==> config.mk <==
export PLATFORM = sky130hd
export DESIGN_NAME = tlpc_queue
export DESIGN_NICKNAME = d
export VERILOG_FILES = /design/src/hw/rtl/tlpc_pkg.sv /design/src/hw/rtl/tlpc_queue.sv
export SDC_FILE = /design/constraint.sdc
export NUM_CORES = 1
export LEC_CHECK = 0
export ABC_AREA = 1
export BUFFER_PORTS_ARGS = -buffer_cell sky130_fd_sc_hd__buf_2
export CAP_MARGIN = 0
export CELL_PAD_IN_SITES_DETAIL_PLACEMENT = 1
export CELL_PAD_IN_SITES_GLOBAL_PLACEMENT = 2
export CORE_UTILIZATION = 30
export DETAILED_ROUTE_END_ITERATION = 12
export GPL_ROUTABILITY_DRIVEN = 0
export PLACE_DENSITY = 0.72
export SETUP_SLACK_MARGIN = 0.4
export SYNTH_ARGS = -nofsm -noshare
export SYNTH_HDL_FRONTEND = slang
export SYNTH_SLANG_ARGS = --single-unit
==> constraint.sdc <==
create_clock -name clk -period 2.3 [get_ports clk]
set_input_delay 0.46 -clock clk [delete_from_list [all_inputs] [get_ports clk]]
set_output_delay 0.46 -clock clk [all_outputs]
set_load 0.005 [all_outputs]
==> src/hw/rtl/tlpc_pkg.sv <==
package tlpc_pkg;

    // raw command codes on the cmd port
    localparam logic [2:0] CMD_WR_LABEL = 3'd0;
    localparam logic [2:0] CMD_WR_ORDER = 3'd1;
    localparam logic [2:0] CMD_QUERY    = 3'd2;
    localparam logic [2:0] CMD_RD_COUNT = 3'd3;
    localparam logic [2:0] CMD_CLEAR    = 3'd4;

    // fixed port field widths
    localparam int CMD_W   = 3;
    localparam int TREE_FW = 6;
    localparam int POS_FW  = 10;
    localparam int VAL_FW  = 16;
    localparam int OBS_FW  = 11;
    localparam int RDC_FW  = 16;

    // below this span the search scans linearly
    localparam int LIN_LIMIT = 6;

    // command queue depth
    localparam int Q_DEPTH = 2;

    // classified operation
    typedef enum logic [2:0] {
        OP_NOP = 3'd0,
        OP_WRL = 3'd1,
        OP_WRO = 3'd2,
        OP_QRY = 3'd3,
        OP_RDC = 3'd4,
        OP_CLR = 3'd5
    } op_t;

    typedef struct packed {
        op_t                op;
        logic [TREE_FW-1:0] tree;
        logic [POS_FW-1:0]  pos;
        logic [VAL_FW-1:0]  val;
    } cmd_t;

    // what the table probe is doing
    typedef enum logic [1:0] {
        PH_BIN  = 2'd0,
        PH_LIN  = 2'd1,
        PH_DOWN = 2'd2,
        PH_UP   = 2'd3
    } phase_t;

endpackage

==> src/hw/rtl/tlpc_queue.sv <==
module tlpc_queue (
    input  logic           clk,
    input  logic           rst_n,
    input  logic           push,
    input  tlpc_pkg::cmd_t push_data,
    input  logic           pop,
    output logic           full,
    output logic           head_valid,
    output tlpc_pkg::cmd_t head_data
);
    import tlpc_pkg::*;

    localparam int PTR_W = $clog2(Q_DEPTH);

    cmd_t               mem_reg [Q_DEPTH];
    logic [PTR_W-1:0]   wr_ptr_reg, wr_ptr_next;
    logic [PTR_W-1:0]   rd_ptr_reg, rd_ptr_next;
    logic [PTR_W:0]     count_reg, count_next;

    assign full       = count_reg == (PTR_W+1)'(Q_DEPTH);
    assign head_valid = count_reg != '0;
    assign head_data  = mem_reg[rd_ptr_reg];

    // pointer and fill bookkeeping
    always_comb
    begin
        wr_ptr_next = push ? wr_ptr_reg + 1'b1 : wr_ptr_reg;
        rd_ptr_next = pop ? rd_ptr_reg + 1'b1 : rd_ptr_reg;
        count_next  = count_reg + (PTR_W+1)'(push) - (PTR_W+1)'(pop);
    end

    always_ff @(posedge clk or negedge rst_n)
    begin
        if (!rst_n)
        begin
            wr_ptr_reg <= '0;
            rd_ptr_reg <= '0;
            count_reg  <= '0;
        end
        else
        begin
            wr_ptr_reg <= wr_ptr_next;
            rd_ptr_reg <= rd_ptr_next;
            count_reg  <= count_next;
        end
    end

    always_ff @(posedge clk)
    begin
        if (push)
            mem_reg[wr_ptr_reg] <= push_data;
    end

endmodule

# Yosys cells after proc, flatten, opt, wreduce, memory -nomap -nowiden

Memories as Yosys holds them, arrays and structs flattened.
Index checks and enable logic that the tools add are counted.

Bits in registers: 4
Latch bits: 0
Memory bits (writable): 70
Memory bits (read-only): 0
Output and inout port bits: 37
Word-level logic and storage cells: 12
Memories: 1

Add/subtract/negate cells: 4
Multipliers: 0
Div/mod/pow operators: 0
$lt $le $gt $ge: 0
Equal/unequal tests: 1
Shifts and indexed selects: 0
Multiplexer cells: 2
Bitwise gates (word level): 0
Reduce and logical (&&, ||, !) cells: 1

Memories:

| memory  | words | bits a word | rd ports | clocked after Yosys merged registers in | write ports | line             | source |
|---|---|---|---|---|---|---|---|
| mem_reg | 2     | 35          | 1        | 0                                       | 1           | tlpc_queue.sv:15 | `cmd_t mem_reg [Q_DEPTH];` |

Operators with widths:

| kind                | count |
|---|---|
| $add 1x1->1 const B | 2 |
| $add 2x1->2         | 1 |
| $eq 2x2->1 const B  | 1 |
| $mux 1              | 2 |
| $reduce_bool 2->1   | 1 |
| $sub 2x1->2         | 1 |

# Longest topological paths before layout

Depth after elaboration: 2
Mapped depth: 7

# Worst setup path after synthesis

Ideal clock, no wire load.

Path type: input to register
Start point: in push
End point: mem mem_reg[0][0] in the netlist's numbering, enable pin
Library setup time: 0.428 ns
Data arrival time: 1.974 ns
Required time: 1.872 ns
Setup slack: -0.102 ns
Stages on the path: 2
Buffers on the path: 0
Path through: inv_1 -> nor2_1

Longest elaborated chain between the ends: 2

Ends and longest elaborated chain:

| item                         | line             | source |
|---|---|---|
| start: declaration           | tlpc_queue.sv:4  | `input logic push,` |
| $mux 1                       | tlpc_queue.sv:50 | `if (push)` |
| $mux 1 (not written as such) | tlpc_queue.sv:51 | `mem_reg[wr_ptr_reg] <= push_data;` |
| end: declaration             | tlpc_queue.sv:15 |  |

No other way between the ends.

==> impl_metrics.yaml <==
min_path:
  holdPathStages: 1
  hold_path_class: "primary input to register"
layout:
  layout.nets: 335
  final_common_cell: "buf_2"
  num-fill-cells: 1025
  drive_gt1_frac: 0.435
  areaGrowthSynthToFinish_pct: 26.7
  antennaDiodeCount: 0
  layout_common_cells: "buf_2 (75), edfxtp_1 (70), nand2_1 (42)"
  largest_register_ffs: 70
die:
  floorplan.rows: 35
  fp.coreArea_um2: 9370
  dieWidth_um: 101
  io_pins: 76
  dieHeight_um: 101
  fp.dieArea_um2: 10200
  start_util: 0.315
run:
  max_cap_viol_count: 0
clock_tree:
  clk_pin_slew_ps: 80
  cts_tree: "built"
  clock_sinks: 74
  htreeDepth: 3
  clk_latency_ps: 340
  clockBufferDepth: 2
  cts-buffers-inserted: 9
  cts_root_buffer: "clkbuf_8"
sta:
  setup_tns_ps: 0
  drv_slew: 0
  finalSetupViolCount: 0
  period_share: 0.792
  max_freq_ghz: 0.549
  hold_violations: 0
  tightest_slew_ps: 622
  rsz0062_at_grt: "false"
  slew_headroom: 0.583
  min_period_ps: 1820
  fin_skew_ps: 5.71
power_and_ir_drop:
  powerDensity_nw_per_um2: 1180
  seqPwrFrac: 0.427
  internal-power_w: 0.00302
  p_switching_w: 0.00139
  sw_frac_of_total: 0.314
  ir_drop_uv: 450
  fin_total_pwr_w: 0.00441
  pwr-share-clk: 0.252
  power.leakage_nw: 1.59
  power_frac_comb: 0.321
synthesis:
  synth_xor_area_frac: 0.00594
  seq_area_frac_synth: 0.746
  syn_area_um2: 2950
  syn-num-nets: 249
  yosysWarnings: 0
  synth-seq-cells: 74
  ys_types: 12
  postSynthCellCount: 208
  synth_compound_area_frac: 0.0963
  synthSimpleGateAreaFrac: 0.0577
  synth_mux_area_frac: 0
  synthAdderAreaFrac: 0.00848
  synth_top_family_by_area: "compound AO/OA/AOI/OAI gates"
  syn_avg_cell_area_um2: 14.2
drt:
  via_per_inst: 4.09
  antenna_left: 0
  post_drt_wl_per_cell_um: 12.3
  vias: 1752
  first_pass_iters: 3
  drc_errors: 0
  first_iter_violations: 20
  wl_um: 5260
setup_path:
  cp_data_arrival_time_ps: 1360
  ff2ff_setup_slack_ps: 660
  cp_max_fo: 32
  rr_worst_depth: 3
  startpoint_type: "register"
  critPathCaptureType: "output port"
  critPathKind: "register to output port"
  crit_required_ps: 1840
global_route:
  grt_start_max_net_pins: 33
  grt-ovfl-total: 0
  track_usage: 0.117
  first_global_vias: 1829
  antenna_found_initial: 0
  grt_pass1_wl_um: 8550
run_status:
  status: "finished clean"
place:
  dp_hpwl_um: 3630
  numPortBuffers: 75
cell families (layout without fill, tap and decap cells):
logic type	count (synthesis)	count (layout)
buffers and inverters	50	141
DFF	74	74
xor gates and xnor gates	2	2
adders and majority gates	2	2
and+or+nand+nor	45	45
AOI/OAI and AO/OA	35	35
stage by stage:
step / utilization / hold WS, ps / setup slack (ps) / area (µm²) / std cells
floorplan: - / 164 / 496 / 2950 / 208
global placement: 0.370 / 276 / 457 / 3470 / 408
detailed placement: 0.370 / 277 / 437 / 3470 / 408
CTS: 0.398 / 274 / 434 / 3730 / 428
global route: 0.399 / 273 / 401 / 3740 / 428
finish: 0.399 / 300 / 477 / 3740 / 428
routing by layer:
layer  vias to the layer above  track usage  part of all wire  wire length [µm]
met4                         0       0.0569             0.018                96
met5                         -            0                 0                 0
li1                        866            -                 -                 -
met2                        47        0.200              0.52              2720
met1                       829        0.130              0.41              2140
met3                        10       0.0393             0.057               299
synthesized netlist by cell type:
master | instances | share of area
buf_6 | 7 | 0.027
buf_8 | 1 | 0.0051
dfrtp_1 | 4 | 0.034
edfxtp_1 | 70 | 0.71
ha_1 | 2 | 0.0085
inv_1 | 42 | 0.053
nand2_1 | 42 | 0.053
nand3_1 | 1 | 0.0017
nor2_1 | 2 | 0.0025
o21ai_1 | 6 | 0.010
o21ai_2 | 29 | 0.086
xor2_1 | 2 | 0.0059
final timing paths:
path                               start             end
max in group asynchronous          rst_n      rd_ptr_reg
min reg2reg                   wr_ptr_reg      wr_ptr_reg
max                           rd_ptr_reg   head_data[19]
max reg2reg                   wr_ptr_reg   mem_reg[1][5]
min in group asynchronous          rst_n      wr_ptr_reg
min                        push_data[27]  mem_reg[1][27]
critical path: stages, from the launching register on:
cell and delay [ps]:
dfrtp_4 520, buf_12 190, o21ai_2 160, buf_2 130
repair_timing:
item | in CTS | in global routing
hold buffers | 1 | 0
gates resized for setup | 0 | 1
endpoints found under the hold margin | 4 | 0
endpoints found under the setup margin | 22 | 1
buffers inserted | 3 | 0
area by class of cell:
| type | count | area, µm² | share of cell area |
|---|---|---|---|
| Multi-Input combinational cell | 84 | 508 | 0.136 |
| Tap cell | 129 | 161 | 0.0432 |
| Inverter | 42 | 158 | 0.0422 |
| Clock inverter | 7 | 101 | 0.0271 |
| Clock buffer | 9 | 124 | 0.0331 |
| Sequential cell | 74 | 2210 | 0.590 |
| Timing Repair Buffer | 83 | 479 | 0.128 |
power groups by stage:
| stage | Combinational [W] | Sequential [W] | Clock [W] |
|---|---|---|---|
| after floorplan | 0.000947 | 0.00188 | 0 |
| after detailed placement | 0.00133 | 0.00199 | 0 |
| after global placement | 0.00130 | 0.00198 | 0 |
| final | 0.00142 | 0.00189 | 0.00111 |
| after global routing | 0.00161 | 0.00191 | 0.00121 |
| after CTS | 0.00147 | 0.00189 | 0.00115 |
(Power assumes the default switching activity.)
