## config.mk

```make
export PLATFORM = sky130hd
export DESIGN_NAME = tlpc_front
export DESIGN_NICKNAME = d
export VERILOG_FILES = /design/src/hw/rtl/tlpc_pkg.sv /design/src/hw/rtl/tlpc_front.sv
export SDC_FILE = /design/constraint.sdc
export NUM_CORES = 1
export LEC_CHECK = 0
export ABC_AREA = 1
export BUFFER_PORTS_ARGS = -buffer_cell sky130_fd_sc_hd__buf_2
export CAP_MARGIN = 20
export CORE_UTILIZATION = 40
export CTS_CLUSTER_SIZE = 30
export DETAILED_ROUTE_END_ITERATION = 8
export GPL_ROUTABILITY_DRIVEN = 0
export PLACE_DENSITY = 0.75
export SLEW_MARGIN = 20
export SYNTH_ARGS = -nofsm -noshare
export SYNTH_HDL_FRONTEND = slang
export SYNTH_SLANG_ARGS = --single-unit
```

## constraint.sdc

```tcl
create_clock -name clk -period 3.2 [get_ports clk]
set_clock_uncertainty 0.2 [all_clocks]
set_input_delay 0.32 -clock clk [delete_from_list [all_inputs] [get_ports clk]]
set_output_delay 0.32 -clock clk [all_outputs]
set_load 0.02 [all_outputs]
```

## src/hw/rtl/tlpc_pkg.sv

```systemverilog
package tlpc_pkg;

    // raw command codes on the cmd port
    localparam logic [2:0] CMD_WR_LABEL = 3'd0;
    localparam logic [2:0] CMD_WR_ORDER = 3'd1;
    localparam logic [2:0] CMD_QUERY    = 3'd2;
    localparam logic [2:0] CMD_RD_COUNT = 3'd3;
    localparam logic [2:0] CMD_CLEAR    = 3'd4;

    // fixed port field widths
    localparam int CMD_W   = 3;
    localparam int TREE_FW = 6;
    localparam int POS_FW  = 10;
    localparam int VAL_FW  = 16;
    localparam int OBS_FW  = 11;
    localparam int RDC_FW  = 16;

    // below this span the search scans linearly
    localparam int LIN_LIMIT = 6;

    // command queue depth
    localparam int Q_DEPTH = 2;

    // classified operation
    typedef enum logic [2:0] {
        OP_NOP = 3'd0,
        OP_WRL = 3'd1,
        OP_WRO = 3'd2,
        OP_QRY = 3'd3,
        OP_RDC = 3'd4,
        OP_CLR = 3'd5
    } op_t;

    typedef struct packed {
        op_t                op;
        logic [TREE_FW-1:0] tree;
        logic [POS_FW-1:0]  pos;
        logic [VAL_FW-1:0]  val;
    } cmd_t;

    // what the table probe is doing
    typedef enum logic [1:0] {
        PH_BIN  = 2'd0,
        PH_LIN  = 2'd1,
        PH_DOWN = 2'd2,
        PH_UP   = 2'd3
    } phase_t;

endpackage

```

## src/hw/rtl/tlpc_front.sv

```systemverilog
module tlpc_front #(
    parameter int MAX_OBS   = 1024,
    parameter int MAX_TREES = 64
) (
    input  logic                        clk,
    input  logic                        rst_n,
    input  logic                        start,
    input  logic [tlpc_pkg::CMD_W-1:0]  cmd,
    input  logic [tlpc_pkg::TREE_FW-1:0] tree_index,
    input  logic [tlpc_pkg::POS_FW-1:0] position,
    input  logic [tlpc_pkg::VAL_FW-1:0] item_value,
    input  logic                        q_full,
    input  logic                        init_busy,
    output logic                        busy,
    output logic                        push,
    output tlpc_pkg::cmd_t              push_data
);
    import tlpc_pkg::*;

    logic  valid_reg, valid_next;
    cmd_t  hold_reg, hold_next;
    logic  tree_ok, pos_ok, val_ok, accept;
    op_t   op;

    // range checks
    assign tree_ok = 32'(tree_index) < MAX_TREES;
    assign pos_ok  = 32'(position) < MAX_OBS;
    assign val_ok  = 32'(item_value) < MAX_OBS;

    // classify: anything that has no effect becomes a no-op
    always_comb
    begin
        unique case (cmd)
            CMD_WR_LABEL: op = (tree_ok && pos_ok) ? OP_WRL : OP_NOP;
            CMD_WR_ORDER: op = (tree_ok && pos_ok && val_ok) ? OP_WRO : OP_NOP;
            CMD_QUERY:    op = tree_ok ? OP_QRY : OP_NOP;
            CMD_RD_COUNT: op = pos_ok ? OP_RDC : OP_NOP;
            CMD_CLEAR:    op = OP_CLR;
            default:      op = OP_NOP;
        endcase
    end

    assign push   = valid_reg && !q_full;
    assign busy   = init_busy || (valid_reg && q_full);
    assign accept = start && !busy;

    always_comb
    begin
        valid_next = valid_reg;
        hold_next  = hold_reg;
        if (accept)
        begin
            valid_next = 1'b1;
            hold_next  = '{op: op, tree: tree_index, pos: position, val: item_value};
        end
        else if (push)
        begin
            valid_next = 1'b0;
        end
    end

    always_ff @(posedge clk or negedge rst_n)
    begin
        if (!rst_n)
            valid_reg <= 1'b0;
        else
            valid_reg <= valid_next;
    end

    always_ff @(posedge clk)
    begin
        hold_reg <= hold_next;
    end

    assign push_data = hold_reg;

endmodule

```

* Word-level counts from Yosys, hierarchy flattened
Index checks and enable logic that the tools add are counted.
** Word-level totals
- Flip-flop bits (word level) :: 36
- Bits of input ports :: 40
** Operators by class
- Reductions and logical operators :: 8
- Multiplexer cells :: 4
- Equality and inequality tests :: 4
- Order comparisons :: 1
** Operator list (count)
- $lt A16 B11 Y1 const B :: 1
- $pmux W3 S5 :: 1
- $eq A3 B2 Y1 const B :: 2
- $eq A3 B1 Y1 const B :: 1
- $eq A3 B3 Y1 const B :: 1
- $logic_and A1 B1 Y1 :: 3
- $logic_not A3 Y1 :: 1
- $logic_not A1 Y1 :: 2
- $mux W1 :: 2
- $mux W2 :: 1
- $reduce_bool A2 Y1 :: 1
- $logic_or A1 B1 Y1 :: 1

* Logic depth before layout (Yosys ltp)
- Depth after elaboration :: 5
- Mapped depth :: 4
- Gate-level depth less buffers :: 4

* Worst setup path before layout
Ideal clock, no wire load.
- Path kind :: register to register
- Start point :: register valid_reg
- End point :: register hold_reg, in the netlist push_data[0] (enable)
- Slack :: 0.468 ns
- Setup time :: 0.427 ns
- Cell stages (with the launch flop) :: 4
- Data arrival time :: 2.105 ns
- Clock period less this slack :: 2.732 ns
- Buffers on the path :: 0
- Path through :: dfrtp_1 -> nand2_1 -> nand2_1 -> nor2_1
** Between the ends
- Longest elaborated chain between the ends :: 4
** RTL lines
- from (decl) :: RTL line tlpc_front.sv:20 : logic valid_reg, valid_next;
- from (signal assigned) :: RTL line tlpc_front.sv:67 : valid_reg <= valid_next;
- $logic_and A1 B1 Y1 :: RTL line tlpc_front.sv:44 : assign busy = init_busy || (valid_reg && q_full);
- $logic_or A1 B1 Y1 :: RTL line tlpc_front.sv:44
- named net busy :: RTL line tlpc_front.sv:14 : output logic busy,
- $logic_not A1 Y1 :: RTL line tlpc_front.sv:45 : assign accept = start && !busy;
- $logic_and A1 B1 Y1 :: RTL line tlpc_front.sv:45
- named net accept :: RTL line tlpc_front.sv:22 : logic tree_ok, pos_ok, val_ok, accept;
- to (signal assigned) :: RTL line tlpc_front.sv:72 : hold_reg <= hold_next;
- to (decl) :: RTL line tlpc_front.sv:21 : cmd_t hold_reg, hold_next;
The timed path passes the listed nets, and every way through them passes these cells.
A chain may end at the register's enable or synchronous reset.

* Final worst setup path
- Start point :: input port init_busy
- End point :: register hold_reg, in the netlist push_data[25] (enable)
** Between the ends
- Longest elaborated chain between the ends :: 3
** RTL lines
- from (decl) :: RTL line tlpc_front.sv:13 : input logic init_busy,
- $logic_or A1 B1 Y1 :: RTL line tlpc_front.sv:44
- $logic_not A1 Y1 :: RTL line tlpc_front.sv:45
- $logic_and A1 B1 Y1 :: RTL line tlpc_front.sv:45
- named net accept :: RTL line tlpc_front.sv:22
The timed path passes the listed nets, and every way through them passes these cells.

==> impl_metrics.yaml <==
place:
  hpwl_mm: 1.573
  post-place-ws_ps: 1279
  io_buffers: 76
  dp_cells: 166
die:
  rows: 19
  die_w_um: 56.17
  initial_core_util_pct: 42.56
  ios: 77
  die-area_sq_um: 3155
  coreArea_sq_um: 2758
  die_h_um: 56.17
min_path:
  hp-class: "in -> reg"
timing:
  worst_hold_slack_ps: 55.61
  slew_headroom_pct: 39.36
  final_hold_viol_count: 0
  tightest_slew_ps: 907.4
  timing.final.max_slew_violations: 0
  rsz0062_at_grt: "no"
  setup_violations: 0
  period_share_pct: 64.71
  min_period_ps: 2071
  setup_ws_ps: 1129
  setup_tns_ps: 0
  fmax_mhz: 482.9
clock_network:
  cts_root_buf: "clkbuf_4"
  insertion_delay_ps: 320
  path_clk_slew_ps: 100
  clkSinkCount: 36
  clockBufferDepth: 2
  post_cts_buffers: 0
  htree_levels: 2
  cts_tree: "built"
  cts_inserted_buffers: 5
global_routing:
  grt_use_met3_pct: 10.00
  overflow: 0
  grt_usage_pct: 20.68
  grt_use_met2_pct: 35.88
  grt_max_degree: 36
  grt_use_met1_pct: 20.29
  grt_pass1_wl_mm: 4.574
  antenna_found_initial: 0
  grt_pass1_vias: 1013
  top_usage_layer: "met2"
drt:
  num_vias: 942
  drcViolationCount: 0
  drt_iter0_markers: 19
  wirelength_mm: 2.828
  vias_per_cell: 4.529
  route.antenna.remaining_nets: 0
  drt_first_pass_iters: 4
  wl_per_cell_um: 13.60
synth:
  synth.distinct_cells: 10
  netlist_area_sq_um: 1174
  synth-seq-cells: 36
  syn_inst: 59
  synthesis.nets: 99
  ys_seq_area_share_pct: 91.68
  yosysWarningCount: 0
  avgSynthCellArea_sq_um: 19.89
final_layout:
  antenna_cells: 0
  syn2layout_area_growth_pct: 71.85
  largest_reg_flops: 35
  fin_cells: 208
  fin_nets: 216
  drive_above_1_share_pct: 48.02
setup_path:
  worstPathArrival_ps: 1830
  ff2ff_setup_slack_ps: 1340
  r2r_cells: 3
  cp-startpoint: "init_busy"
  criticalPathCategory: "in -> reg"
  cp-end-kind: "flip-flop"
  path_max_fanout: 35
  reg2reg_from: "valid_reg"
  crit_required_ps: 2960
  r2r_end: "push_data[25]"
  endpoint: "push_data[25]"
  start_kind: "input port"
job:
  cap_viol_max_count: 0
power_and_ir_drop:
  leakage_nw: 0.8875
  power.density_nw_per_um2: 482.7
  peakVddDrop_mv: 0.3640
run_status:
  run_status: "finished, final reports clean"
==> critical path: stages <==
cell,delay (ps)
dlygate4sd3_1,530
buf_2,120
inv_1,50
nand2_1,90
nor2_4,700
==> area by class of cell <==
class | count | area (sq um)
flip-flops and latches | 36 | 1076
fillers | 172 | 740.7
repair buffers | 110 | 720.7
multi-input cells | 17 | 82.58
clock buffers | 6 | 41.29
well taps | 31 | 38.79
clock inverters | 2 | 35.03
inverters | 6 | 22.52
==> power by group <==
group / internal [mW] / switching (mW)
Sequential: 0.542 / 0.00500
Combinational: 0.0600 / 0.0617
Clock: 0.164 / 0.142
Total: 0.765 / 0.208
==> cells in the mapped netlist <==
master,number,share of area (%)
edfxtp_1,35,90
nor2_1,6,1.9
inv_1,5,1.6
nand2_1,4,1.3
nand3_1,4,1.7
a21oi_1,1,0.43
dfrtp_1,1,2.1
inv_2,1,0.32
o21ai_0,1,0.43
o21bai_1,1,0.64
==> cells by family (layout without fill, tap and decap cells) <==
logic type / after synthesis / count (layout) / share of synthesized area, %
buffers and inverters: 6 / 124 / 1.919
AOI/OAI and AO/OA: 3 / 3 / 1.492
and+or+nand+nor: 14 / 14 / 4.904
DFF: 36 / 36 / 91.68
==> stage by stage <==
stage	instance area (sq um)	power (mW)	util [%]
3_3_place_gp	1600	0.6421	58.03
2_1_floorplan	1174	0.5985	-
3_5_place_dp	1600	0.6454	58.03
5_1_grt	2017	1.017	73.14
4_1_cts	2017	0.9837	73.14
6_report	2017	0.9736	73.14
==> routing by layer <==
| layer | share of wire (%) | wire length [um] | vias to the layer above |
|---|---|---|---|
| met5 | 0 | 0 | - |
| met1 | 35 | 1001 | 429 |
| met3 | 10 | 295 | 4 |
| met2 | 52 | 1480 | 61 |
| li1 | - | - | 448 |
| met4 | 1.8 | 51 | 0 |
==> how the worst min path moves through the flow <==
stage,start,endpoint,cells past startpoint
final,q_full,valid_reg,3
after global placement,rst_n,valid_reg,1
after CTS,q_full,valid_reg,3
after detailed placement,rst_n,valid_reg,1
after global routing,q_full,valid_reg,3
after floorplan,rst_n,valid_reg,0
==> layout by cell type, fill, tap and decap left out, drive strengths merged <==
cell type	instances
clkbuf	6
dfrtp	1
buf	76
nand3	4
o21bai	1
edfxtp	35
clkinv	1
inv	6
nand2	4
nor2	6
bufinv	1
a21oi	1
dlygate4sd3	34
o21ai	1
==> what timing repair did <==
item	4_1_cts	5_1_grt
hold buffers	34	0
gates resized for setup	0	0
hold endpoints to repair	34	0
No activity file was read; power rests on OpenSTA's default activity.
